$ cat config.mk
export PLATFORM = sky130hd
export DESIGN_NAME = adamax_ctrl
export DESIGN_NICKNAME = d
export VERILOG_FILES = /design/src/sv/adamax_pkg.sv /design/src/sv/adamax_ctrl.sv
export SDC_FILE = /design/constraint.sdc
export NUM_CORES = 1
export LEC_CHECK = 0
export ABC_AREA = 1
export BUFFER_PORTS_ARGS = -buffer_cell sky130_fd_sc_hd__buf_2
export CORE_AREA = 2 2 39 41
export CTS_CLUSTER_DIAMETER = 150
export DETAILED_ROUTE_END_ITERATION = 6
export DIE_AREA = 0 0 41 43
export RECOVER_POWER = 25
export SLEW_MARGIN = 20
export SYNTH_ARGS = -nofsm -noshare
export SYNTH_HDL_FRONTEND = slang
export SYNTH_SLANG_ARGS = --single-unit
$ cat constraint.sdc
create_clock -name clk -period 1.06 [get_ports clk]
set_input_delay 0.212 -clock clk [delete_from_list [all_inputs] [get_ports clk]]
set_output_delay 0.212 -clock clk [all_outputs]
set_load 0.02 [all_outputs]
$ cat src/sv/adamax_pkg.sv
package adamax_pkg;

  localparam int unsigned ElemDepthDef = 1024;

  localparam int IdxW    = 10;
  localparam int QW      = 32;
  localparam int RegW    = 17;
  localparam int CfgIdxW = 3;
  localparam int DivNW   = 48;
  localparam int DivDW   = 32;
  localparam int DivCntW = 6;
  localparam int ProdW   = 49;
  localparam int WideW   = 52;

  localparam logic [RegW-1:0] OneQ = 17'd65536;
  localparam logic signed [QW-1:0] MaxQ = 32'sh7FFF_FFFF;
  localparam logic signed [QW-1:0] MinQ = 32'sh8000_0000;

  localparam logic [RegW-1:0] LrRst   = 17'd66;
  localparam logic [RegW-1:0] B1Rst   = 17'd58982;
  localparam logic [RegW-1:0] B2Rst   = 17'd65470;
  localparam logic [RegW-1:0] EpsRst  = 17'd1;
  localparam logic [RegW-1:0] WdRst   = 17'd0;

  typedef logic signed [WideW-1:0] wide_t;

  typedef enum logic [CfgIdxW-1:0] {
    REG_LR  = 3'd0,
    REG_B1  = 3'd1,
    REG_B2  = 3'd2,
    REG_EPS = 3'd3,
    REG_WD  = 3'd4
  } cfg_reg_t;

  typedef enum logic [4:0] {
    ST_CLEAR, ST_IDLE, ST_STEP, ST_BC, ST_SDIV, ST_SFIN, ST_MEM, ST_DECAY,
    ST_M1, ST_M2, ST_M3, ST_U, ST_QS, ST_QDIV, ST_QFIN, ST_UPD, ST_DONE
  } state_t;

  typedef enum logic [3:0] {
    OP_NONE, OP_CLEAR, OP_LOAD, OP_BPOW, OP_BC, OP_SFIN, OP_MEM, OP_DECAY,
    OP_M1, OP_M2, OP_M3, OP_U, OP_QS, OP_QFIN, OP_UPD, OP_OUT
  } op_t;

  typedef struct packed {
    op_t op;
  } cmd_t;

  typedef struct packed {
    logic clr_last;
    logic div_busy;
    logic start;
    logic bc_zero;
    logic denom_zero;
    logic out_busy;
  } status_t;

  typedef struct packed {
    logic             ovf;
    logic signed [QW-1:0] val;
  } sat_t;

  function automatic sat_t sat32(input wide_t v);
    sat_t r;
    r.ovf = 1'b0;
    r.val = v[QW-1:0];
    if (v > wide_t'(MaxQ)) begin
      r.ovf = 1'b1;
      r.val = MaxQ;
    end else if (v < wide_t'(MinQ)) begin
      r.ovf = 1'b1;
      r.val = MinQ;
    end
    return r;
  endfunction

endpackage

$ cat src/sv/adamax_ctrl.sv
module adamax_ctrl (
  input  logic                clk,
  input  logic                rst_n,
  input  logic                in_valid,
  output logic                in_ready,
  input  adamax_pkg::status_t status,
  output adamax_pkg::cmd_t    cmd
);
  import adamax_pkg::*;

  state_t state_r, state_nxt;

  always_ff @(posedge clk) begin
    if (!rst_n) begin
      state_r <= ST_CLEAR;
    end else begin
      state_r <= state_nxt;
    end
  end

  always_comb begin
    state_nxt = state_r;
    case (state_r)
      ST_CLEAR: if (status.clr_last) state_nxt = ST_IDLE;
      ST_IDLE:  if (in_valid) state_nxt = ST_STEP;
      ST_STEP:  state_nxt = status.start ? ST_BC : ST_MEM;
      ST_BC:    state_nxt = status.bc_zero ? ST_MEM : ST_SDIV;
      ST_SDIV:  if (!status.div_busy) state_nxt = ST_SFIN;
      ST_SFIN:  state_nxt = ST_MEM;
      ST_MEM:   state_nxt = ST_DECAY;
      ST_DECAY: state_nxt = ST_M1;
      ST_M1:    state_nxt = ST_M2;
      ST_M2:    state_nxt = ST_M3;
      ST_M3:    state_nxt = ST_U;
      ST_U:     state_nxt = ST_QS;
      ST_QS:    state_nxt = status.denom_zero ? ST_UPD : ST_QDIV;
      ST_QDIV:  if (!status.div_busy) state_nxt = ST_QFIN;
      ST_QFIN:  state_nxt = ST_UPD;
      ST_UPD:   state_nxt = ST_DONE;
      ST_DONE:  if (!status.out_busy) state_nxt = ST_IDLE;
      default:  state_nxt = ST_IDLE;
    endcase
  end

  always_comb begin
    in_ready = 1'b0;
    cmd.op   = OP_NONE;
    case (state_r)
      ST_CLEAR: cmd.op = OP_CLEAR;
      ST_IDLE: begin
        in_ready = 1'b1;
        if (in_valid) cmd.op = OP_LOAD;
      end
      ST_STEP:  if (status.start) cmd.op = OP_BPOW;
      ST_BC:    cmd.op = OP_BC;
      ST_SFIN:  cmd.op = OP_SFIN;
      ST_MEM:   cmd.op = OP_MEM;
      ST_DECAY: cmd.op = OP_DECAY;
      ST_M1:    cmd.op = OP_M1;
      ST_M2:    cmd.op = OP_M2;
      ST_M3:    cmd.op = OP_M3;
      ST_U:     cmd.op = OP_U;
      ST_QS:    cmd.op = OP_QS;
      ST_QFIN:  cmd.op = OP_QFIN;
      ST_UPD:   cmd.op = OP_UPD;
      ST_DONE:  if (!status.out_busy) cmd.op = OP_OUT;
      default:  cmd.op = OP_NONE;
    endcase
  end

endmodule

==> insert_results.sql, run 1 <==
INSERT INTO impl_metrics (metric_group, metric, value, unit) VALUES
('clock_tree', 'number_of_hold_buffers_added_after_cts', '0', ''),
('logic_synthesis', 'synth-adder-area-share', '0', '%'),
('pwr', 'post-layout-total-power', '1.82', 'mW'),
('die', 'top_level_ports', '14', ''),
('clock_tree', 'h-tree-depth', '1', ''),
('die', 'initial_utilization', '33.0', '%'),
('setup_path', 'timing.critical_path.fanout_max', '6', ''),
('placed_design', 'place_hpwl', '1300', 'µm'),
('setup_path', 'worst_ep_required_time', '0.85', 'ns'),
('clock_tree', 'clk_pin_slew', '0.04', 'ns'),
('routing', 'drt_pass1_iterations', '4', ''),
('placed_design', 'gp_congestion', '0.866', ''),
('placed_design', 'postPlaceCellArea', '731', 'µm²'),
('logic_synthesis', 'yosys.cell_types.count', '15', ''),
('layout', 'layout.cell_area.non_filler', '911', 'µm²'),
('routing', 'detailroute.via_count', '718', ''),
('routing', 'drt_drc_violations_left', '0', ''),
('layout', 'postLayoutCoreUtil', '65.8', '%'),
('sta', 'holdWs', '0.197', 'ns'),
('routing', 'ant_nets', '0', ''),
('logic_synthesis', 'mean_instance_size_in_the_synthesized_netlist', '5.44', 'µm²'),
('routing', 'vias_cell', '5.06', ''),
('die', 'die_w', '41', 'µm'),
('die', 'fp.dieArea', '1760', 'µm²'),
('layout', 'area.growth.synth_to_final', '99.5', '%'),
('clock_tree', 'worst_skew_late_latency', '0.25', 'ns'),
('layout', 'ratio_of_cells_with_drive_above_1_in_the_final_layout', '57.9', '%'),
('layout', 'layout_commonest_cell', 'sky130_fd_sc_hd__buf_4', ''),
('pwr', 'power_per_cell_area', '2000', 'nW/µm²'),
('run_status', 'violations', 'negative setup slack', ''),
('logic_synthesis', 'synth_compound_area_share', '14.0', '%'),
('flow_run', 'cap_viol_max_count', '0', ''),
('layout', 'largest-register', 'state_r', ''),
('hold_path', 'timing.hold.worst.class', 'in2reg', ''),
('clock_tree', 'cts_root_buffer', 'sky130_fd_sc_hd__clkbuf_4', ''),
('placed_design', 'port_buffers', '13', ''),
('pwr', 'power.static_leakage', '0.451', 'nW'),
('die', 'fp-row-count', '14', ''),
('setup_path', 'timing.critical_path.from_type', 'flop', ''),
('logic_synthesis', 'ys_warn_count', '0', ''),
('run_status', 'run_status', 'complete, but fails checks', ''),
('logic_synthesis', 'synth_sequential_area_ratio', '21.9', '%'),
('logic_synthesis', 'synthDominantCellAreaShare', '21.9', '%'),
('logic_synthesis', 'ys_top_cells_by_area', 'sky130_fd_sc_hd__dfxtp_1, sky130_fd_sc_hd__nand2_1, sky130_fd_sc_hd__nor2_1', ''),
('layout', 'largest_register_ff_count', '5', ''),
('grt', 'overflow', '0', ''),
('routing', 'route.final.wire_length', '1750', 'µm'),
('sta', 'period_minus_slack', '1.55', 'ns'),
('layout', 'final_cell_count_no_fill', '142', ''),
('sta', 'fmax', '0.647', 'GHz'),
('sta', 'setup_viol_count_final', '10', ''),
('sta', 'number_of_max_slew_violations_in_the_final_report', '0', ''),
('clock_tree', 'tritoncts.num_buffers', '3', ''),
('setup_path', 'regToRegSetupSlack', '-0.30', 'ns'),
('hold_path', 'whs_path_depth', '3', ''),
('die', 'die_height', '43', 'µm'),
('logic_synthesis', 'synth_mux_area_share', '0', '%'),
('logic_synthesis', 'synth_top_cell_by_area', 'sky130_fd_sc_hd__dfxtp_1', ''),
('sta', 'post-route-worst-setup-slack', '-0.485', 'ns'),
('logic_synthesis', 'yosys.area_share.simple', '51.8', '%'),
('clock_tree', 'clock_sinks', '5', ''),
('grt', 'global_routing_usage_summed_across_all_routing_layers', '23.7', '%'),
('layout', 'most-common-layout-cells', 'sky130_fd_sc_hd__buf_4, sky130_fd_sc_hd__nand2_1, sky130_fd_sc_hd__nor2_4, sky130_fd_sc_hd__nor2_1, sky130_fd_sc_hd__inv_1', ''),
('logic_synthesis', 'dominant_combinational_cell_family_by_area_after_synthesis', 'simple AND/OR/NAND/NOR gates', ''),
('die', 'core', '1380', 'µm²'),
('grt', 'first_global_vias', '739', ''),
('sta', 'hold_viol', '0', ''),
('placed_design', 'placed_cells_incl_taps', '133', ''),
('sta', 'slew_headroom', '77.5', '%'),
('logic_synthesis', 'ys_ff_latch', '5', ''),
('setup_path', 'timing.critical_path.arrival', '1.33', 'ns');
-- per-stage QoR --
step / setup TNS (ns) / setup WS, ns
2_1_floorplan: -0.412 / -0.112
3_3_place_gp: -1.42 / -0.237
3_5_place_dp: -1.59 / -0.244
4_1_cts: -3.03 / -0.439
5_1_grt: -3.71 / -0.527
6_report: -2.94 / -0.485
-- worst max-delay path, cell delays in order (launching register included) --
cell and delay (ns):
sky130_fd_sc_hd__dfxtp_4 0.41, sky130_fd_sc_hd__nor2_4 0.06, sky130_fd_sc_hd__nand2_2 0.10, sky130_fd_sc_hd__o21ai_0 0.09, sky130_fd_sc_hd__nor3_1 0.19, sky130_fd_sc_hd__nand2_1 0.09, sky130_fd_sc_hd__buf_6 0.14
-- path summary, 6_finish.rpt --
path | start | end
worst min register to register | state_r[1]$_SDFFE_PN0P_ | state_r[2]$_SDFFE_PN0P_
worst min-delay path | rst_n | state_r[0]$_SDFFE_PN0P_
worst max-delay path | state_r[4]$_SDFFE_PN0P_ | cmd[0]
worst max register to register | state_r[2]$_SDFFE_PN0P_ | state_r[0]$_SDFFE_PN0P_
-- cell type report --
class,count,area [µm²]
well taps,16,20.0
flip-flops and latches,5,119
fillers,115,473
inverters,15,58.8
repair buffers,38,280
clock buffers,4,26.3
multi-input cells,64,407
-- Yosys cell counts (all sizes together) --
cell    count
nor3        2
a41oi       2
nand4       4
a31oi       1
nor2       19
o211ai      1
nand2      20
a21oi       3
a211oi      1
dfxtp       5
o21ai       2
inv        15
nand3       9
-- where the power goes --
group / internal (mW) / switching, mW / leakage [nW] / total, mW
clock: 0.143 / 0.0868 / 0.0150 / 0.230
sequential: 0.248 / 0.109 / 0.0444 / 0.356
combinational: 0.588 / 0.644 / 0.391 / 1.23
-- what timing repair did --
action | in CTS | in global routing
buffers inserted | 4 | 1
setup endpoints to repair | 10 | 10
pin swaps | 13 | 7
gates resized for setup | 29 | 6
-- layer usage --
| layer | vias up | routed length, µm | track usage [%] | share of wire [%] |
|---|---|---|---|---|
| met4 | 0 | 14 | 8.67 | 0.80 |
| li1 | 361 | - | - | - |
| met5 | - | 0 | 0 | 0 |
| met3 | 2 | 82 | 11.0 | 4.7 |
| met2 | 16 | 912 | 38.1 | 52 |
| met1 | 339 | 740 | 25.6 | 42 |
-- kinds of logic after synthesis --
family | count (synthesis)
flip-flops | 5
buffers and inverters | 15
AO/OA/AOI/OAI | 10
AND/OR/NAND/NOR | 54
No activity file was read; power rests on OpenSTA's default activity.
==> run 2, diff against run 1 <==
--- a/config.mk
+++ b/config.mk
@@ -5,14 +5,12 @@
 export SDC_FILE = /design/constraint.sdc
 export NUM_CORES = 1
 export LEC_CHECK = 0
-export ABC_AREA = 1
 export BUFFER_PORTS_ARGS = -buffer_cell sky130_fd_sc_hd__buf_2
 export CORE_AREA = 2 2 39 41
 export CTS_CLUSTER_DIAMETER = 150
 export DETAILED_ROUTE_END_ITERATION = 6
 export DIE_AREA = 0 0 41 43
 export RECOVER_POWER = 25
-export SLEW_MARGIN = 20
 export SYNTH_ARGS = -nofsm -noshare
 export SYNTH_HDL_FRONTEND = slang
 export SYNTH_SLANG_ARGS = --single-unit
==> run 2 against run 1 <==
The flow still finishes with violations (negative setup slack). Clock power about the same. Die area unchanged. Core utilization increased by 8.3 points. Worst setup slack got worse by 0.18 ns. Clock skew increased by 0.0025 ns. Sequential share of layout area decreased by 2.4 points. Synthesized area decreased by 0.55%. First-iteration DRC count decreased by 11%. Final cell count decreased by 11%. Global-route usage decreased by 3.0 points. Critical path type unchanged.
==> insert_results.sql, run 2 <==
INSERT INTO impl_metrics (metric_group, metric, value, unit) VALUES
('sta', 'finalCritPeriodShare', '163', '%'),
('routing', 'drt_drc_violations_left', '0', ''),
('clock_tree', 'clock_sinks', '5', ''),
('sta', 'post-route-worst-setup-slack', '-0.664', 'ns'),
('grt', 'overflow', '0', ''),
('setup_path', 'endpoint_kind', 'output port', ''),
('logic_synthesis', 'synth_enable_flop_cells', '0', ''),
('grt', 'largest_net_degree_at_the_start_of_global_routing', '15', ''),
('routing', 'drt_pass1_iterations', '4', ''),
('pwr', 'vdd_ir_drop_max', '712', 'µV'),
('routing', 'route.final.wire_length', '1780', 'µm'),
('logic_synthesis', 'area_of_the_mapped_netlist', '454', 'µm²'),
('setup_path', 'worst_ep_required_time', '0.85', 'ns'),
('die', 'initial_utilization', '32.8', '%'),
('pwr', 'power_per_cell_area', '1020', 'nW/µm²'),
('setup_path', 'timing.critical_path.from_type', 'flop', ''),
('logic_synthesis', 'synth_top_cell_by_area', 'sky130_fd_sc_hd__dfxtp_1', ''),
('sta', 'worstMarginPinSlew', '0.366', 'ns'),
('routing', 'detailroute.via_count', '691', ''),
('sta', 'slew_headroom', '75.3', '%'),
('logic_synthesis', 'ys_warn_count', '0', ''),
('grt', 'global_routing_usage_summed_across_all_routing_layers', '20.6', '%'),
('placed_design', 'postPlaceCellArea', '801', 'µm²'),
('die', 'fp.dieArea', '1760', 'µm²'),
('logic_synthesis', 'postSynth.asyncResetShare', '0', '%'),
('logic_synthesis', 'yosys_most_used_dff', 'sky130_fd_sc_hd__dfxtp_1', ''),
('logic_synthesis', 'ys_ff_latch', '5', ''),
('logic_synthesis', 'yosys.cell_types.count', '29', ''),
('placed_design', 'placed_cells_incl_taps', '114', ''),
('clock_tree', 'worst_skew_late_latency', '0.25', 'ns'),
('sta', 'number_of_max_slew_violations_in_the_final_report', '0', ''),
('logic_synthesis', 'mean_instance_size_in_the_synthesized_netlist', '6.88', 'µm²'),
('setup_path', 'timing.critical_path.arrival', '1.51', 'ns'),
('clock_tree', 'max-clock-path-buffers', '2', ''),
('die', 'fp-row-count', '14', ''),
('die', 'top_level_ports', '14', ''),
('sta', 'period_minus_slack', '1.72', 'ns'),
('layout', 'largest-register', 'state_r', ''),
('placed_design', 'port_buffers', '13', ''),
('sta', 'final.setup.tns', '-4.32', 'ns'),
('sta', 'hold_viol', '0', ''),
('sta', 'setup_viol_count_final', '9', ''),
('layout', 'layout_commonest_cell', 'sky130_fd_sc_hd__buf_4', ''),
('grt', 'antenna_found_initial', '0', ''),
('logic_synthesis', 'leading_cell_type_by_number_of_instances_after_synthesis', 'sky130_fd_sc_hd__nand2_1', ''),
('sta', 'worst_clock_skew', '0.00378', 'ns'),
('setup_path', 'timing.critical_path.fanout_max', '2', ''),
('layout', 'largest_register_ff_count', '5', ''),
('layout', 'ratio_of_cells_with_drive_above_1_in_the_final_layout', '70.3', '%'),
('grt', 'global_route_wire_length_before_repair', '2480', 'µm'),
('layout', 'postLayoutCoreUtil', '74.1', '%'),
('layout', 'final_cell_count_no_fill', '127', ''),
('routing', 'drt-initial-drc-count', '8', ''),
('die', 'die_w', '41', 'µm'),
('placed_design', 'gp_congestion', '0.766', ''),
('logic_synthesis', 'ys_top_cells_by_area', 'sky130_fd_sc_hd__dfxtp_1, sky130_fd_sc_hd__a21oi_1, sky130_fd_sc_hd__nor3_1', ''),
('logic_synthesis', 'synth_nets', '75', ''),
('routing', 'vias_cell', '5.44', ''),
('flow_run', 'cap_viol_max_count', '0', ''),
('sta', 'fmax', '0.580', 'GHz'),
('logic_synthesis', 'synth_sequential_area_ratio', '22.0', '%'),
('logic_synthesis', 'ys_top_cells_by_count', 'sky130_fd_sc_hd__nand2_1, sky130_fd_sc_hd__a21oi_1, sky130_fd_sc_hd__dfxtp_1, sky130_fd_sc_hd__nor2_1, sky130_fd_sc_hd__nor3_1', ''),
('run_status', 'violations', 'negative setup slack', ''),
('pwr', 'post-layout-total-power', '1.05', 'mW'),
('logic_synthesis', 'synthCells', '66', ''),
('grt', 'first_global_vias', '628', ''),
('layout', 'most-common-layout-cells', 'sky130_fd_sc_hd__buf_4, sky130_fd_sc_hd__buf_6, sky130_fd_sc_hd__buf_2', ''),
('layout', 'fin_nets', '121', ''),
('logic_synthesis', 'synthDominantCellAreaShare', '22.0', '%'),
('clock_tree', 'tritoncts.num_buffers', '3', ''),
('routing', 'ant_nets', '0', ''),
('die', 'core', '1380', 'µm²'),
('placed_design', 'place_hpwl', '1140', 'µm'),
('layout', 'num-fill-cells', '102', ''),
('layout', 'largest_regs', 'state_r (5)', ''),
('routing', 'drt-wirelength-per-cell', '14.0', 'µm'),
('layout', 'layout.cell_area.non_filler', '1030', 'µm²'),
('clock_tree', 'clk_pin_slew', '0.05', 'ns'),
('hold_path', 'timing.hold.worst.class', 'in2reg', ''),
('clock_tree', 'cts_tree', 'done', ''),
('clock_tree', 'h-tree-depth', '1', ''),
('sta', 'rsz0062_at_grt', 'yes', ''),
('layout', 'diodes', '0', ''),
('clock_tree', 'cts_root_buffer', 'sky130_fd_sc_hd__clkbuf_4', ''),
('run_status', 'run_status', 'complete, but fails checks', ''),
('layout', 'area.growth.synth_to_final', '126', '%'),
('setup_path', 'critical_path_class', 'reg2out', ''),
('die', 'die_height', '43', 'µm'),
('pwr', 'power.static_leakage', '0.441', 'nW');
==> run 2: cell type report <==
class / count / area (µm²) / area share [%]
clock buffers: 4 / 26.3 / 2.56
multi-input cells: 51 / 454 / 44.3
well taps: 16 / 20.0 / 1.95
inverters: 5 / 26.3 / 2.56
repair buffers: 46 / 390 / 38.0
flip-flops and latches: 5 / 109 / 10.6
==> run 2: what timing repair did <==
action	4_1_cts	5_1_grt
hold buffers	0	0
pin swaps	6	4
setup endpoints to repair	10	10
endpoints found under the hold margin	0	0
cloned	0	1
gates resized for setup	21	18
setup buffers	5	4
==> run 2: per-layer routing <==
layer  global-route usage [%]  routed length, µm  up-vias
met5                        0                  0        -
met4                     12.0                 73        0
met3                     1.57                 49        8
met2                     32.8                896       16
met1                     25.6                762      331
li1                         -                  -      336
==> run 2: critical path: stages, from the launching register on <==
cell and delay, ns:
sky130_fd_sc_hd__dfxtp_2 0.31, sky130_fd_sc_hd__nand2b_4 0.13, sky130_fd_sc_hd__or4_4 0.42, sky130_fd_sc_hd__a21boi_4 0.16
sky130_fd_sc_hd__o32ai_4 0.09, sky130_fd_sc_hd__buf_6 0.15
==> run 2: worst paths after layout <==
| check | startpoint | to | slack (ns) | cells after the start |
|---|---|---|---|---|
| max | state_r[1]$_SDFFE_PN0P_ | cmd[3] | -0.66 | 5 |
| min | rst_n | state_r[4]$_SDFFE_PN0P_ | 0.23 | 2 |
| max reg2reg | state_r[1]$_SDFFE_PN0P_ | state_r[4]$_SDFFE_PN0P_ | -0.42 | 6 |
| min reg2reg | state_r[1]$_SDFFE_PN0P_ | state_r[2]$_SDFFE_PN0P_ | 0.74 | 3 |
==> run 2: kinds of logic (layout without fill, tap and decap cells) <==
kind of cell / after synthesis / in the layout / synth area share [%]
buffers and inverters: 10 / 55 / 10.2
flip-flops: 5 / 5 / 22.0
XOR/XNOR: 2 / 2 / 3.86
AND/OR/NAND/NOR: 26 / 26 / 30.0
AO/OA/AOI/OAI: 23 / 23 / 33.9
==> run 2: through the flow <==
stage | hold WS (ns) | setup slack [ns]
floorplan | 0.330 | -0.393
global placement | 0.477 | -0.475
detailed placement | 0.463 | -0.483
CTS | 0.199 | -0.691
global route | 0.236 | -0.712
finish | 0.234 | -0.664
==> run 2: where the power goes <==
part	switching, mW	internal [mW]
Sequential	0.0185	0.206
Clock	0.0900	0.143
Combinational	0.289	0.303
Total	0.398	0.652
==> run 3, diff against run 2 <==
--- a/config.mk
+++ b/config.mk
@@ -11,6 +11,7 @@
 export DETAILED_ROUTE_END_ITERATION = 6
 export DIE_AREA = 0 0 41 43
 export RECOVER_POWER = 25
+export SETUP_SLACK_MARGIN = 0.2
 export SYNTH_ARGS = -nofsm -noshare
 export SYNTH_HDL_FRONTEND = slang
 export SYNTH_SLANG_ARGS = --single-unit
==> run 3 against run 2 <==
The flow still finishes with violations (negative setup slack). Maximum frequency is 1.5% higher. Wire length is 0.90% lower. Worst setup slack better by 0.026 ns. Critical path depth stayed put. Flip-flop and latch count stayed put. Die area stayed put. Largest power group unchanged. Clock skew hardly changed.
==> insert_results.sql, run 3 (same netlist as run 2, synthesis figures left out) <==
INSERT INTO impl_metrics (metric_group, metric, value, unit) VALUES
('sta', 'fmax', '0.589', 'GHz'),
('die', 'fp-row-count', '14', ''),
('clock_tree', 'worst_skew_late_latency', '0.24', 'ns'),
('setup_path', 'worstPathCellList', 'nand2b_4 > or4_4 > a21boi_4 > o32ai_4 > buf_6', ''),
('die', 'fp.dieArea', '1760', 'µm²'),
('setup_path', 'worst_ep_required_time', '0.85', 'ns'),
('die', 'die_height', '43', 'µm'),
('clock_tree', 'max-clock-path-buffers', '2', ''),
('die', 'die_w', '41', 'µm'),
('setup_path', 'worst_setup_path_startpoint', 'state_r[1]$_SDFFE_PN0P_', ''),
('sta', 'worstMarginPinSlew', '0.355', 'ns'),
('layout', 'ratio_of_cells_with_drive_above_1_in_the_final_layout', '68.8', '%'),
('sta', 'period_minus_slack', '1.70', 'ns'),
('clock_tree', 'clock_sinks', '5', ''),
('setup_path', 'critical-path-max-stage-delay', '0.41', 'ns'),
('sta', 'holdWs', '0.237', 'ns'),
('placed_design', 'port_buffers', '13', ''),
('sta', 'setup_viol_count_final', '8', ''),
('sta', 'hold_viol', '0', ''),
('layout', 'largest_register_ff_count', '5', ''),
('clock_tree', 'clk_pin_slew', '0.04', 'ns'),
('setup_path', 'timing.critical_path.fanout_max', '2', ''),
('layout', 'layout_commonest_cell', 'sky130_fd_sc_hd__buf_4', ''),
('sta', 'rsz0062_at_grt', 'yes', ''),
('routing', 'route.final.wire_length', '1770', 'µm'),
('die', 'top_level_ports', '14', ''),
('hold_path', 'timing.hold.worst.class', 'in2reg', ''),
('sta', 'final.setup.tns', '-4.19', 'ns'),
('clock_tree', 'cts_tree', 'done', ''),
('setup_path', 'timing.critical_path.arrival', '1.49', 'ns'),
('sta', 'post-route-worst-setup-slack', '-0.639', 'ns'),
('sta', 'worst_clock_skew', '0.00389', 'ns'),
('die', 'initial_utilization', '32.8', '%'),
('layout', 'largest_regs', 'state_r (5)', ''),
('clock_tree', 'cts_root_buffer', 'sky130_fd_sc_hd__clkbuf_4', ''),
('placed_design', 'gp_congestion', '0.776', ''),
('setup_path', 'endpoint_kind', 'output port', ''),
('layout', 'layout.cell_area.non_filler', '995', 'µm²'),
('routing', 'detailroute.via_count', '662', ''),
('placed_design', 'postPlaceCellArea', '801', 'µm²'),
('grt', 'global_routing_usage_summed_across_all_routing_layers', '23.6', '%'),
('clock_tree', 'tritoncts.num_buffers', '3', ''),
('setup_path', 'critical_path_class', 'reg2out', ''),
('setup_path', 'cp_top_family', 'simple AND/OR/NAND/NOR gates', ''),
('flow_run', 'cap_viol_max_count', '0', ''),
('routing', 'drt_pass1_iterations', '5', ''),
('grt', 'antenna_found_initial', '0', ''),
('setup_path', 'worst_path_max_delay_cell', 'sky130_fd_sc_hd__or4_4', ''),
('routing', 'drt_drc_violations_left', '0', ''),
('sta', 'slew_headroom', '76.1', '%'),
('pwr', 'power.static_leakage', '0.421', 'nW'),
('grt', 'global_route_wire_length_before_repair', '2900', 'µm'),
('grt', 'first_global_vias', '669', ''),
('sta', 'finalCritPeriodShare', '160', '%'),
('grt', 'largest_net_degree_at_the_start_of_global_routing', '15', ''),
('setup_path', 'reg2reg_from', 'state_r[1]$_SDFFE_PN0P_', ''),
('layout', 'largest-register', 'state_r', ''),
('run_status', 'violations', 'negative setup slack', ''),
('layout', 'area.growth.synth_to_final', '119', '%'),
('grt', 'overflow', '0', ''),
('layout', 'most-common-layout-cells', 'sky130_fd_sc_hd__buf_4, sky130_fd_sc_hd__buf_6, sky130_fd_sc_hd__buf_2', ''),
('layout', 'fin_nets', '119', ''),
('routing', 'drt-initial-drc-count', '10', ''),
('layout', 'diodes', '0', ''),
('routing', 'vias_cell', '5.30', ''),
('die', 'core', '1380', 'µm²'),
('pwr', 'power_per_cell_area', '1020', 'nW/µm²'),
('pwr', 'vdd_ir_drop_max', '633', 'µV'),
('routing', 'ant_nets', '0', ''),
('run_status', 'run_status', 'complete, but fails checks', ''),
('routing', 'drt-wirelength-per-cell', '14.1', 'µm'),
('placed_design', 'place_hpwl', '1190', 'µm'),
('clock_tree', 'h-tree-depth', '1', ''),
('sta', 'number_of_max_slew_violations_in_the_final_report', '0', ''),
('setup_path', 'crit_buf_inv', '1', ''),
('hold_path', 'hold_path.startpoint', 'rst_n', ''),
('setup_path', 'timing.critical_path.from_type', 'flop', '');
[run 3: final timing paths]
check,endpoint,slack (ns),depth (start not counted)
worst max-delay path,cmd[3],-0.64,5
worst min-delay path,state_r[4]$_SDFFE_PN0P_,0.24,2
worst max register to register,state_r[4]$_SDFFE_PN0P_,-0.41,6
worst min register to register,state_r[1]$_SDFFE_PN0P_,0.74,2
[run 3: worst register-to-register path, stage by stage (launching register included)]
cell	delay [ns]
sky130_fd_sc_hd__dfxtp_2	0.31
sky130_fd_sc_hd__buf_4	0.18
sky130_fd_sc_hd__or3_4	0.40
sky130_fd_sc_hd__buf_6	0.14
sky130_fd_sc_hd__nor3_4	0.14
sky130_fd_sc_hd__buf_4	0.14
sky130_fd_sc_hd__o21a_1	0.09
[run 3: area by class of cell]
class	count	area [µm²]
sequential	5	109
clock buffer	4	26.3
inverter	5	26.3
multi-input combinational	51	444
tap	16	20.0
timing repair buffer	44	369
fill	112	389
[run 3: stage by stage]
step	utilization (%)	setup WS, ns	cells	total power, mW
2_1_floorplan	-	-0.392	66	0.531
3_3_place_gp	57.9	-0.474	114	0.670
3_5_place_dp	57.9	-0.482	114	0.674
4_1_cts	70.1	-0.673	125	0.991
5_1_grt	71.9	-0.679	125	1.06
6_report	71.9	-0.639	125	1.01
[run 3: what timing repair did]
item,CTS,global route
pin swaps,9,2
setup endpoints to repair,10,10
buffers inserted,7,0
endpoints found under the hold margin,0,0
gates cloned,0,0
hold buffers,0,0
resized for setup,26,7
[run 3: report_power, final]
group	switching [mW]	leakage, nW	internal, mW
Clock	0.0725	0.0150	0.142
Sequential	0.0113	0.0432	0.206
Combinational	0.290	0.363	0.288
Total	0.374	0.421	0.636
[run 3: per-layer routing]
| metal | share of wire, % | up-vias | global-route usage (%) |
|---|---|---|---|
| met1 | 46 | 314 | 30.6 |
| li1 | - | 335 | - |
| met3 | 2.5 | 0 | 3.14 |
| met4 | 0 | 0 | 6.00 |
| met2 | 52 | 13 | 39.1 |
| met5 | 0 | - | 0 |
